===== config.mk =====
export PLATFORM = sky130hd
export DESIGN_NAME = crc32c_four_lane_hash
export DESIGN_NICKNAME = d
export VERILOG_FILES = /design/src/rtl/c4lh_pkg.sv /design/src/rtl/c4lh_lane_update.sv /design/src/rtl/crc32c_four_lane_hash.sv
export SDC_FILE = /design/constraint.sdc
export NUM_CORES = 2
export LEC_CHECK = 0
export ABC_AREA = 1
export BUFFER_PORTS_ARGS = -buffer_cell sky130_fd_sc_hd__buf_2
export CORE_MARGIN = 3
export CORE_UTILIZATION = 43
export CTS_CLUSTER_SIZE = 30
export DETAILED_ROUTE_END_ITERATION = 8
export GPL_ROUTABILITY_DRIVEN = 0
export SLEW_MARGIN = 20
export SYNTH_ARGS = -nofsm -noshare
export SYNTH_HDL_FRONTEND = slang
export SYNTH_SLANG_ARGS = --single-unit

===== constraint.sdc =====
create_clock -name clock -period 17.16 [get_ports clock]
set_input_delay 2.574 -clock clock [delete_from_list [all_inputs] [get_ports clock]]
set_output_delay 2.574 -clock clock [all_outputs]
set_load 0.05 [all_outputs]

===== src/rtl/c4lh_pkg.sv =====
// ============================================================================
// c4lh_pkg: shared types, seeds and CRC32C functions
// Constants and XOR-network helpers for the four-lane CRC32C hash.
// ============================================================================
package c4lh_pkg;

   localparam int LENGTH_BITS_DEFAULT = 32;
   localparam int LANE_COUNT          = 4;
   localparam int WORD_BYTES          = 8;

   localparam logic [31:0] SEED_ZERO  = 32'h811c_9dc5;
   localparam logic [31:0] SEED_ONE   = 32'hc1ae_e535;
   localparam logic [31:0] SEED_TWO   = 32'h5f35_6495;
   localparam logic [31:0] SEED_THREE = 32'h9e37_79b9;
   localparam logic [31:0] CRC_POLY   = 32'h82f6_3b78;

   // Four lane accumulators, lane 0 in element 0.
   typedef struct packed {
      logic [31:0] lane3;
      logic [31:0] lane2;
      logic [31:0] lane1;
      logic [31:0] lane0;
   } lanes_type;

   // One registered input word, less the length field.
   typedef struct packed {
      logic [63:0] data_word;
      logic [3:0]  valid_bytes;
      logic        last_item;
   } item_type;

   localparam lanes_type LANE_SEEDS = '{
      lane3: SEED_THREE, lane2: SEED_TWO, lane1: SEED_ONE, lane0: SEED_ZERO};

   // Reflected CRC32C, one byte, no inversion.
   function automatic logic [31:0] crc_byte(input logic [31:0] crc, input logic [7:0] din);
      logic [31:0] c;
      c = crc ^ {24'h0, din};
      for (int b = 0; b < 8; b++) begin
         c = (c >> 1) ^ (CRC_POLY & {32{c[0]}});
      end
      return c;
   endfunction

   // Eight bytes, low byte first.
   function automatic logic [31:0] crc_word64(input logic [31:0] crc, input logic [63:0] din);
      logic [31:0] c;
      c = crc;
      for (int i = 0; i < WORD_BYTES; i++) begin
         c = crc_byte(c, din[8*i +: 8]);
      end
      return c;
   endfunction

   // Four bytes, low byte first.
   function automatic logic [31:0] crc_word32(input logic [31:0] crc, input logic [31:0] din);
      logic [31:0] c;
      c = crc;
      for (int i = 0; i < 4; i++) begin
         c = crc_byte(c, din[8*i +: 8]);
      end
      return c;
   endfunction

   // Pack the first nbytes bytes, first byte most significant; last four kept.
   function automatic logic [31:0] pack_tail(input logic [63:0] din, input logic [2:0] nbytes);
      logic [31:0] p;
      p = '0;
      for (int k = 0; k < WORD_BYTES - 1; k++) begin
         if (3'(k) < nbytes) begin
            p = {p[23:0], din[8*k +: 8]};
         end
      end
      return p;
   endfunction

endpackage


===== src/rtl/c4lh_lane_update.sv =====
// ============================================================================
// c4lh_lane_update: next-state logic for the four CRC lanes
// Lane steering, CRC XOR networks, word index advance and hash fold.
// ============================================================================
module c4lh_lane_update #(
   parameter int LENGTH_BITS = c4lh_pkg::LENGTH_BITS_DEFAULT
) (
   input  c4lh_pkg::lanes_type      lanes_cur,
   input  logic [LENGTH_BITS-4:0]   word_index_cur,
   input  c4lh_pkg::item_type       item,
   input  logic [LENGTH_BITS-1:0]   total_length,
   output c4lh_pkg::lanes_type      lanes_nxt,
   output logic [LENGTH_BITS-4:0]   word_index_nxt,
   output logic [63:0]              hash_value
);
   import c4lh_pkg::*;

   localparam int IDX_W = LENGTH_BITS - 3;

   logic             full_word;
   logic [IDX_W-1:0] block_words;
   logic             in_blocks;
   logic [1:0]       lane_sel;
   logic [31:0]      lane_src;
   logic [31:0]      lane_crc;
   logic [31:0]      zero_tail;
   logic [31:0]      part_tail;

   // Anything at or above 8 is a full word.
   assign full_word   = item.valid_bytes[3];
   // Words inside whole 64-byte blocks: floor(len/64)*8.
   assign block_words = {total_length[LENGTH_BITS-1:6], 3'b000};
   assign in_blocks   = word_index_cur < block_words;
   assign lane_sel    = in_blocks ? word_index_cur[1:0] : 2'd0;

   always_comb begin
      case (lane_sel)
         2'd0:    lane_src = lanes_cur.lane0;
         2'd1:    lane_src = lanes_cur.lane1;
         2'd2:    lane_src = lanes_cur.lane2;
         default: lane_src = lanes_cur.lane3;
      endcase
   end

   assign lane_crc  = crc_word64(lane_src, item.data_word);
   assign zero_tail = crc_word32(lane_crc, 32'h0);
   assign part_tail = crc_word32(lanes_cur.lane0,
                                 pack_tail(item.data_word, item.valid_bytes[2:0]));

   always_comb begin
      lanes_nxt      = lanes_cur;
      word_index_nxt = word_index_cur;
      if (full_word) begin
         word_index_nxt = word_index_cur + 1'b1;
         case (lane_sel)
            2'd0:    lanes_nxt.lane0 = item.last_item ? zero_tail : lane_crc;
            2'd1:    lanes_nxt.lane1 = lane_crc;
            2'd2:    lanes_nxt.lane2 = lane_crc;
            default: lanes_nxt.lane3 = lane_crc;
         endcase
         // Closing zero tail always lands on lane 0.
         if (item.last_item && lane_sel != 2'd0) begin
            lanes_nxt.lane0 = crc_word32(lanes_cur.lane0, 32'h0);
         end
      end else begin
         lanes_nxt.lane0 = part_tail;
      end
   end

   assign hash_value = {lanes_nxt.lane0, lanes_nxt.lane1} ^ {lanes_nxt.lane2, lanes_nxt.lane3};

endmodule


===== src/rtl/crc32c_four_lane_hash.sv =====
// ============================================================================
// crc32c_four_lane_hash: four-lane CRC32C message hash
// Streams 64-bit words into four CRC32C lanes and folds them on the last word.
// ============================================================================
// The input reg loads on the accept edge and the result reg when the last word
// leaves the input reg; the hash is then on rsp. Throughput: one word per cycle
// while req_stall is low; the lane update is a single XOR network pass.
// req_stall rises only when a last word sits in the input reg while an earlier
// hash is still held and stalled on the rsp side.
// Reset: lanes return to their seeds, word index to zero, both stages empty.
// ============================================================================
module crc32c_four_lane_hash #(
   parameter int LENGTH_BITS = c4lh_pkg::LENGTH_BITS_DEFAULT
) (
   input  logic                   clock,
   input  logic                   reset,
   // input words
   input  logic                   req_valid,
   output logic                   req_stall,
   input  logic [63:0]            req_data_word,
   input  logic [3:0]             req_valid_bytes,
   input  logic [LENGTH_BITS-1:0] req_total_length,
   input  logic                   req_last_item,
   // hash results
   output logic                   rsp_valid,
   input  logic                   rsp_stall,
   output logic [63:0]            rsp_hash_value
);
   import c4lh_pkg::*;

   localparam int IDX_W = LENGTH_BITS - 3;

   // --- input register stage ---
   logic                   s1_valid_ff, s1_valid_in;
   item_type               s1_item_ff;
   logic [LENGTH_BITS-1:0] s1_length_ff;

   // --- lane state ---
   lanes_type              lanes_ff, lanes_in;
   logic [IDX_W-1:0]       word_index_ff, word_index_in;

   // --- result register ---
   logic                   rsp_valid_ff, rsp_valid_in;
   logic [63:0]            rsp_hash_ff;

   lanes_type              lanes_upd;
   logic [IDX_W-1:0]       word_index_upd;
   logic [63:0]            hash_upd;

   logic                   rsp_free;
   logic                   s1_advance;
   logic                   s1_fire;
   logic                   s1_emit;

   // Result slot is free if empty or being drained this cycle.
   assign rsp_free   = !rsp_valid_ff || !rsp_stall;
   // Only a last word needs the result slot; other words always move on.
   assign s1_advance = !s1_valid_ff || !s1_item_ff.last_item || rsp_free;
   assign s1_fire    = s1_valid_ff && s1_advance;
   assign s1_emit    = s1_fire && s1_item_ff.last_item;
   assign req_stall  = !s1_advance;

   assign s1_valid_in = s1_advance ? req_valid : s1_valid_ff;

   c4lh_lane_update #(
      .LENGTH_BITS (LENGTH_BITS)
   ) u_lane_update (
      .lanes_cur      (lanes_ff),
      .word_index_cur (word_index_ff),
      .item           (s1_item_ff),
      .total_length   (s1_length_ff),
      .lanes_nxt      (lanes_upd),
      .word_index_nxt (word_index_upd),
      .hash_value     (hash_upd)
   );

   // Last word folds the lanes out and reseeds for the next message.
   always_comb begin
      lanes_in      = lanes_ff;
      word_index_in = word_index_ff;
      if (s1_fire) begin
         if (s1_item_ff.last_item) begin
            lanes_in      = LANE_SEEDS;
            word_index_in = '0;
         end else begin
            lanes_in      = lanes_upd;
            word_index_in = word_index_upd;
         end
      end
   end

   always_comb begin
      rsp_valid_in = rsp_valid_ff;
      if (s1_emit) begin
         rsp_valid_in = 1'b1;
      end else if (!rsp_stall) begin
         rsp_valid_in = 1'b0;
      end
   end

   always_ff @(posedge clock) begin
      if (reset) begin
         s1_valid_ff   <= 1'b0;
         rsp_valid_ff  <= 1'b0;
         lanes_ff      <= LANE_SEEDS;
         word_index_ff <= '0;
      end else begin
         s1_valid_ff   <= s1_valid_in;
         rsp_valid_ff  <= rsp_valid_in;
         lanes_ff      <= lanes_in;
         word_index_ff <= word_index_in;
      end
   end

   // Payload registers, no reset.
   always_ff @(posedge clock) begin
      if (s1_advance) begin
         s1_item_ff.data_word   <= req_data_word;
         s1_item_ff.valid_bytes <= req_valid_bytes;
         s1_item_ff.last_item   <= req_last_item;
         s1_length_ff           <= req_total_length;
      end
      if (s1_emit) begin
         rsp_hash_ff <= hash_upd;
      end
   end

   assign rsp_valid      = rsp_valid_ff;
   assign rsp_hash_value = rsp_hash_ff;

   // --- checks ---
   a_no_overwrite: assert property (@(posedge clock) disable iff (reset)
      (rsp_valid_ff && rsp_stall) |-> !s1_emit)
      else $error("held hash overwritten");

   a_reseed: assert property (@(posedge clock) disable iff (reset)
      s1_emit |=> (lanes_ff == LANE_SEEDS) && (word_index_ff == '0))
      else $error("lanes not reseeded after last word");

   a_result_source: assert property (@(posedge clock) disable iff (reset)
      (!rsp_valid_ff && !s1_emit) |=> !rsp_valid_ff)
      else $error("hash raised without a last word");

   a_partial_index: assert property (@(posedge clock) disable iff (reset)
      (s1_fire && !s1_item_ff.valid_bytes[3] && !s1_item_ff.last_item)
         |=> (word_index_ff == $past(word_index_ff)))
      else $error("partial word moved the word index");

endmodule

==> impl_metrics.xml <==
<?xml version="1.0" encoding="UTF-8"?>
<metrics>
  <group name="final_layout">
    <metric name="layout.nets" unit="">7444</metric>
    <metric name="layout_cells_sized_above_1" unit="">0.237</metric>
    <metric name="flow.area_growth_from_synthesis" unit="%">10.1</metric>
    <metric name="fillerInstances" unit="">11400</metric>
    <metric name="final_cell_mix" unit="">nand2_1, xor2_1, nand3_1</metric>
    <metric name="layout_commonest_cell" unit="">nand2_1</metric>
    <metric name="finish.utilization" unit="">0.478</metric>
  </group>
  <group name="yosys">
    <metric name="synth.area.top_cells" unit="">nand2_1, xor2_1, edfxtp_1</metric>
    <metric name="synthSimpleGateAreaFrac" unit="">0.450</metric>
    <metric name="post_synth_xor_area_fraction" unit="">0.212</metric>
    <metric name="yosys-mux-area-fraction" unit="">0</metric>
    <metric name="avgSynthCellArea" unit="um^2">6.87</metric>
    <metric name="combinational_family_with_the_most_area_after_synthesis" unit="">simple AND/OR/NAND/NOR gates</metric>
    <metric name="postSynthRegisterBits" unit="">318</metric>
    <metric name="synthesis.nets" unit="">7133</metric>
    <metric name="mappedNetlistArea" unit="mm^2">0.0481</metric>
    <metric name="synth_cell_type_count" unit="">77</metric>
    <metric name="post_synth_fa_ha_maj_area_fraction" unit="">0.00676</metric>
    <metric name="compound_gate_fraction_of_synth_area" unit="">0.0744</metric>
    <metric name="synth_top_area_cell" unit="">nand2_1</metric>
    <metric name="yosysTopAreaCellShare" unit="">0.158</metric>
    <metric name="yosysSeqAreaShare" unit="">0.165</metric>
    <metric name="syn-instance-count" unit="">7002</metric>
    <metric name="synth_edf_count" unit="">159</metric>
    <metric name="async_reset_ff_frac" unit="">0</metric>
    <metric name="synth_flop_cell" unit="">edfxtp_1</metric>
    <metric name="yosys_warnings" unit="">0</metric>
  </group>
  <group name="worst_setup_path">
    <metric name="rrSetupSlack" unit="ns">1.24</metric>
    <metric name="critPathLaunch" unit="">s1_length_ff[31]</metric>
    <metric name="worst_setup_path_end_kind" unit="">flop</metric>
    <metric name="crit_top_cell" unit="">nand2_4</metric>
    <metric name="critical-path-slowest-cell" unit="">edfxtp_1</metric>
    <metric name="setup.worst_path.end" unit="">rsp_hash_value[35]</metric>
    <metric name="startpoint_of_the_lowest_slack_register_to_register_path" unit="">s1_length_ff[31]</metric>
    <metric name="ff2ff_path_depth" unit="">121</metric>
    <metric name="worstPathRequired" unit="ns">17.66</metric>
    <metric name="path_class" unit="">flop to flop</metric>
    <metric name="kind_of_launch_point_of_the_worst_setup_path" unit="">flop</metric>
    <metric name="critical_path_peak_fanout" unit="">27</metric>
    <metric name="r2r-end" unit="">rsp_hash_value[35]</metric>
    <metric name="worst_path_largest_cell_delay" unit="ns">0.33</metric>
    <metric name="cp.arrival" unit="ns">16.42</metric>
  </group>
  <group name="global_routing">
    <metric name="globalRoute.totalOverflow" unit="">0</metric>
    <metric name="global_route_wire_length_before_repair" unit="mm">255</metric>
    <metric name="first_global_vias" unit="">42300</metric>
    <metric name="largest_net_degree_at_the_start_of_global_routing" unit="">92</metric>
    <metric name="grt.total_usage" unit="">0.285</metric>
    <metric name="antenna_found_initial" unit="">5</metric>
  </group>
  <group name="timing">
    <metric name="rsz0062_at_grt" unit="">no</metric>
    <metric name="final_period_minus_worst_setup_slack" unit="ns">15.92</metric>
    <metric name="final_hold_viol_count" unit="">0</metric>
    <metric name="slew_hr" unit="">0.220</metric>
    <metric name="fin_skew" unit="ns">0.0388</metric>
    <metric name="achievable-frequency" unit="MHz">62.8</metric>
    <metric name="timing_worst_slew_pin_value" unit="ns">1.16</metric>
    <metric name="timing.final.crit_share" unit="">0.928</metric>
    <metric name="finalSetupTns" unit="ns">0</metric>
    <metric name="final_max_slew_viol_count" unit="">0</metric>
    <metric name="setup_viol_count_final" unit="">0</metric>
    <metric name="holdWs" unit="ns">0.470</metric>
  </group>
  <group name="drt">
    <metric name="vias" unit="">47000</metric>
    <metric name="avgViaCountPerCell" unit="">5.32</metric>
    <metric name="drtIter0Drc" unit="">4766</metric>
    <metric name="drcViolationCount" unit="">0</metric>
    <metric name="finalWirelength" unit="mm">172</metric>
    <metric name="drt-pass1-iter-count" unit="">6</metric>
    <metric name="drt-wirelength-per-cell" unit="um">19.4</metric>
    <metric name="ant_nets" unit="">0</metric>
  </group>
  <group name="status">
    <metric name="outcome" unit="">completed</metric>
  </group>
  <group name="cts">
    <metric name="clk_latency" unit="ns">0.63</metric>
    <metric name="clock_root_buffer" unit="">clkbuf_16</metric>
    <metric name="cts_max_path_buffers" unit="">3</metric>
    <metric name="cts_made_buffers" unit="">44</metric>
    <metric name="clock_tree_from_tritoncts" unit="">yes</metric>
    <metric name="hold_buf_count_cts" unit="">0</metric>
    <metric name="clock_sinks" unit="">318</metric>
    <metric name="htree_num_levels" unit="">2</metric>
    <metric name="cts.reportedPaths.clkPinSlew" unit="ns">0.06</metric>
  </group>
  <group name="die">
    <metric name="initial_core_utilization" unit="">0.434</metric>
    <metric name="die_w" unit="um">340</metric>
    <metric name="ioPinCount" unit="">171</metric>
    <metric name="coreArea" unit="mm^2">0.111</metric>
    <metric name="chipHeight" unit="um">340</metric>
    <metric name="die_area" unit="mm^2">0.116</metric>
    <metric name="placementRows" unit="">122</metric>
  </group>
  <group name="min_path">
    <metric name="hp-class" unit="">flop to flop</metric>
    <metric name="number_of_instances_on_the_worst_hold_path" unit="">2</metric>
  </group>
  <group name="placement">
    <metric name="numPortBuffers" unit="">164</metric>
    <metric name="dp.final_hpwl" unit="mm">137</metric>
  </group>
  <group name="job">
    <metric name="cap_viol_max_count" unit="">0</metric>
  </group>
</metrics>
[cell families (layout without fill, tap and decap cells)]
family	Yosys count	in the layout
AO/OA/AOI/OAI	629	629
AND/OR/NAND/NOR	4055	4055
flip-flops	318	318
buffers and inverters	829	1176
other	0	2
XOR/XNOR	1145	1145
adder cells (fa/ha/maj)	26	26
[sequential cells by signal, indices dropped and copies added, names as in the netlist]
register,count
rsp_valid,1
s1_length_ff,26
lanes_ff,128
word_index_ff,29
rsp_hash_value,64
s1_valid_ff,1
s1_item_ff,69
[cell type report]
class	instances	area [um^2]	area share
flip-flops and latches	318	7960	0.150
inverters	616	2450	0.0462
repair buffers	478	3260	0.0615
well taps	1488	1860	0.0352
multi-input cells	5855	35900	0.678
clock buffers	55	1200	0.0226
diodes	2	5.00	0.0000945
clock inverters	27	338	0.00638
[cell usage after synthesis, drive strengths merged (4+ instances only)]
cell type / instances
o2111ai: 7
a21o: 6
nand4: 18
bufbuf: 7
nand2: 2798
nand3b: 14
inv: 601
clkbuf: 107
nor2: 160
xnor2: 293
o221ai: 27
or2: 82
xor2: 852
o21a: 4
nor3: 22
a211o: 24
dfxtp: 159
a21oi: 203
o22ai: 15
o21ai: 288
ha: 26
edfxtp: 159
a31oi: 9
nand3: 952
a22oi: 12
buf: 94
o21bai: 6
clkinv: 14
o211ai: 13
[layer usage]
layer / routed length (um) / global-route usage
met1: 73400 / 0.385
met3: 13700 / 0.0408
met5: 13 / 0
met2: 75400 / 0.445
met4: 9420 / 0.134
[repair_timing]
item	in CTS	in global routing
setup endpoints to repair	0	62
buffers inserted	0	6
endpoints found under the hold margin	0	0
resized for setup	0	15
[worst min-delay path by stage]
stage | startpoint | to | slack [ns]
finish | lanes_ff[44] | lanes_ff[44] | 0.47
global route | lanes_ff[106] | lanes_ff[106] | 0.48
floorplan | word_index_ff[28] | word_index_ff[28] | 0.43
global placement | lanes_ff[102] | lanes_ff[102] | 0.45
CTS | lanes_ff[106] | lanes_ff[106] | 0.47
detailed placement | word_index_ff[28] | word_index_ff[28] | 0.46
[critical path, delay by kind of cell, from the launching register on]
kind / cells / cell delay (ns)
adder cells (fa/ha/maj): 1 / 0.31
flip-flops: 1 / 0.33
buffers and inverters: 19 / 2.67
XOR/XNOR: 1 / 0.33
AO/OA/AOI/OAI: 1 / 0.25
AND/OR/NAND/NOR: 99 / 11.81
[stage by stage]
step	std cells	worst slack, ns	instance area, um^2
floorplan	7002	4.96	48100
global placement	8749	1.08	51300
global route	8837	0.0232	52900
CTS	8831	0.842	52800
finish	8839	1.24	52900
detailed placement	8749	0.920	51300
Power is left out: the tool's default activity adds up to more than one toggle a clock period on the data nets, which glitch-free logic cannot reach.
